## config.mk

```make
export PLATFORM = sky130hd
export DESIGN_NAME = cdcq_cell
export DESIGN_NICKNAME = d
export VERILOG_FILES = /design/src/rtl/cdcq_pkg.sv /design/src/rtl/cdcq_cell.sv
export SDC_FILE = /design/constraint.sdc
export NUM_CORES = 1
export LEC_CHECK = 0
export BUFFER_PORTS_ARGS = -buffer_cell sky130_fd_sc_hd__buf_2
export CORE_MARGIN = 1
export CORE_UTILIZATION = 48
export DETAILED_ROUTE_END_ITERATION = 7
export PLACE_DENSITY_LB_ADDON = 0.2
export SYNTH_ARGS = -nofsm -noshare
export SYNTH_HDL_FRONTEND = slang
export SYNTH_SLANG_ARGS = --single-unit
```

## constraint.sdc

```tcl
create_clock -name clk -period 6.05 [get_ports clk]
set_clock_uncertainty 0.05 [all_clocks]
set_input_delay 0.3025 -clock clk [delete_from_list [all_inputs] [get_ports clk]]
set_output_delay 0.3025 -clock clk [all_outputs]
set_load 0.05 [all_outputs]
```

## src/rtl/cdcq_pkg.sv

```systemverilog
package cdcq_pkg;

  localparam int unsigned HANDLER_W = 32;
  localparam int unsigned ARG_W     = 32;
  localparam int unsigned OCC_W     = 7;

  typedef enum logic {
    OP_ENQUEUE = 1'b0,
    OP_DEQUEUE = 1'b1
  } opcode_t;

  typedef enum logic [2:0] {
    ST_QUEUED    = 3'd0,
    ST_COALESCED = 3'd1,
    ST_FULL      = 3'd2,
    ST_DEQUEUED  = 3'd3,
    ST_EMPTY     = 3'd4
  } status_t;

  // One queue slot as it moves along the row of cells.
  typedef struct packed {
    logic                 valid;
    logic [HANDLER_W-1:0] handler;
    logic [ARG_W-1:0]     argument;
  } entry_t;

  // Broadcast from the controller to every cell.
  typedef struct packed {
    logic                 shift;
    logic                 append;
    logic [HANDLER_W-1:0] handler;
    logic [ARG_W-1:0]     argument;
  } cell_ctrl_t;

endpackage

```

## src/rtl/cdcq_cell.sv

```systemverilog
module cdcq_cell (
  input  logic                clk,
  input  logic                rst,
  input  cdcq_pkg::cell_ctrl_t ctrl,
  input  logic                prev_valid,
  input  cdcq_pkg::entry_t    next_entry,
  output cdcq_pkg::entry_t    entry,
  output logic                match
);
  import cdcq_pkg::*;

  logic take_append;

  // Slots fill from the head end, so the first empty cell behind a full one takes the append.
  assign take_append = ctrl.append && !entry.valid && prev_valid;

  always_ff @(posedge clk) begin
    if (rst) begin
      entry.valid <= 1'b0;
    end else if (ctrl.shift) begin
      entry.valid <= next_entry.valid;
    end else if (take_append) begin
      entry.valid <= 1'b1;
    end
  end

  always_ff @(posedge clk) begin
    if (ctrl.shift) begin
      entry.handler  <= next_entry.handler;
      entry.argument <= next_entry.argument;
    end else if (take_append) begin
      entry.handler  <= ctrl.handler;
      entry.argument <= ctrl.argument;
    end
  end

  always_ff @(posedge clk) begin
    match <= entry.valid && (entry.handler == ctrl.handler) &&
             (entry.argument == ctrl.argument);
  end

endmodule

```

==> summary.md <==
| Metric | Value |
|---|---|
| Final GP Congestion | 0.8878 |
| Largest net degree at the start of global routing | 74 |
| Number of port buffers | 199 |
| Worst Path Arrival | 2.21 ns |
| Outcome | finished clean |
| Root buffer cell | clkbuf_8 |
| Nets | 591 |
| VDD IR max | 0.1339 mV |
| Endpoint class of the critical path | flop |
| Hold buffer count at cts | 0 |
| Fin crit share | 37.59% |
| Comb pwr share | 27.5% |
| Vias in the first global route | 2,755 |
| Placed cell areas | 0.004587 mm^2 |
| Synth Instances | 253 |
| Sequential area share after synthesis | 56.34% |
| Cell Area, Synth | 0.003482 mm^2 |
| Hold slack | 0.1815 ns |
| 1st-iter DRT viols | 74 |
| Slew @ Worst Pin | 1.146 ns |
| Global-route wire length before repair | 12.90 mm |
| Remaining antenna violation count | 0 |
| Starting Density | 50.42% |
| Power Internal | 0.8027 mW |
| Reg clk slew, reported paths | 0.06 ns |
| Die W | 87.17 um |
| Syn_area_per_cell | 13.76 um^2 |
| Commonest non-fill, non-tap cells in the layout | 199 x buf_2, 64 x edfxtp_1, 38 x mux2_2 |
| Clock share of power | 24.6% |
| DPL Wire Length | 6.690 mm |
| Core area | 0.006907 mm^2 |
| Setup TNS | 0 ns |
| Synth warn | 0 |
| Max_cap viols | 0 |
| FF+latch count, synth | 66 |
| Antenna diodes | 0 |
| RSZ-0062 raised after global routing | false |
| M1 wire length | 3.437 mm |
| Final setup fails | 0 |
| Distinct cell type count after synthesis | 29 |
| Tot Pwr | 1.198 mW |
| Net switching power | 0.3952 mW |
| First drt pass iteration count | 4 |
| CTS Buf Count | 9 |
| Post-CTS setup buffer count | 0 |
| Initial antenna violation count | 0 |
| WL met2 | 4.347 mm |
| WP data required | 5.99 ns |
| Overall Global Routing Usage | 22.75% |
| Share of layout cells above drive strength 1 | 55.31% |
| CTS tree | done |
| Vias | 2,808 |
| Crit Path Max Fanout | 73 |
| Seq pwr share | 47.9% |
| Final WL | 8.565 mm |
| # DRC | 0 |
| Top Metal Used | met4 |
| Slew margin rel. | 23.38% |
| Area Growth Syn to Fin | 36.00% |
| Die Ht | 87.17 um |
| GR Overflow Total | 0 |
| Pwr dens | 253.0 mW/mm^2 |
| Vias per inst | 5.041 |
| I/O pins | 200 |
| Most common cell after layout, fill and taps aside | buf_2 |
| Std-Cell Rows | 30 |
| Htree depth | 3 |
| Hold Vio Cnt, Final | 0 |
| FMAX | 439.8 MHz |
| CP Launch Type | input pin |
| Post-layout util | 68.57% |
| Worst min path class | in2reg |
| Worst-Skew Late Latency | 0.33 ns |
| DIE AREA | 0.007599 mm^2 |
| Cts repair resizes | 0 |
| Leakage power | 2.059 nW |
| Syn nets | 387 |
| Final Instance Area | 0.004736 mm^2 |
| Clock net sink count | 66 |
| Switching Fraction | 32.99% |
| Drt wl/cell | 15.38 um |
| WL met3 | 674 um |
| Final Critical Period | 2.274 ns |
| CTS max path bufs | 2 |
| Slew Limit Fails | 0 |
| Setup CP Type | in2reg |
-- registers in the layout, indices dropped and copies added (netlist names) --
name   cells
match      1
entry     65
-- per-layer routing --
metal	up-vias	track usage, %
met3	11	5.498
met1	1297	27.67
met5	-	0
met4	0	8.346
li1	1361	-
met2	139	39.37
-- per-stage QoR --
stage / std cells / setup slack, ns
4_1_cts: 557 / 3.777
3_5_place_dp: 542 / 3.427
3_3_place_gp: 542 / 3.443
5_1_grt: 557 / 3.641
2_1_floorplan: 253 / 1.912
6_report: 557 / 3.776
-- critical path, stage by stage --
cell and delay (ns):
buf_2 0.07, buf_4 0.66, o21bai_4 0.62, buf_4 0.48
-- synthesized netlist by cell type, drive strengths merged --
cell,count,area [um^2]
nor4,8,62.56
nor2b,1,6.260
buf,6,30.03
o21bai,1,7.510
nand3,1,5.000
o21a,1,7.510
o22ai,6,37.54
inv,17,63.81
a22oi,1,7.510
a221oi,4,35.03
o21ai,8,40.03
nand4,9,56.30
nor2,1,3.750
clkbuf,2,7.510
a221o,1,10.01
dfxtp,2,40.04
nand2,10,37.54
edfxtp,64,1922
nor4b,1,8.760
a21oi,1,5.000
a22o,1,8.760
xnor2,30,262.8
xor2,18,157.7
mux2,57,641.9
o2bb2ai,2,17.52
-- logic make-up (layout without fill, tap and decap cells) --
group,Yosys count,count (layout),share of synthesized area [%]
AO/OA/AOI/OAI,26,26,5.066
XOR/XNOR,48,48,12.07
AND/OR/NAND/NOR,31,31,5.174
multiplexers,57,57,18.43
buffers and inverters,25,233,2.911
flip-flops,66,66,56.34
-- path summary, 6_finish.rpt --
path	startpoint	endpoint	slack (ns)	cells after the start
setup / recovery	ctrl[65]	entry[49]	3.78	4
hold reg to reg	entry[64]	entry[64]	0.55	1
setup reg to reg	entry[64]	entry[49]	3.88	2
hold / removal	rst	entry[64]	0.18	3
-- power by group through the flow --
| stage | clock network (mW) | logic (mW) | registers, mW |
|---|---|---|---|
| finish | 0.294 | 0.329 | 0.574 |
| floorplan | 0 | 0.0945 | 0.714 |
| global route | 0.322 | 0.349 | 0.578 |
| CTS | 0.301 | 0.332 | 0.574 |
| detailed placement | 0 | 0.331 | 0.584 |
| global placement | 0 | 0.326 | 0.582 |
-- area by class of cell --
class	count	area, um^2
clock inverters	6	25.02
flip-flops and latches	66	1962
repair buffers	201	1011
well taps	96	120.1
inverters	17	63.81
clock buffers	9	123.9
multi-input cells	162	1430
fillers	580	2171
Note: power is estimated with default switching activity, not from simulation.
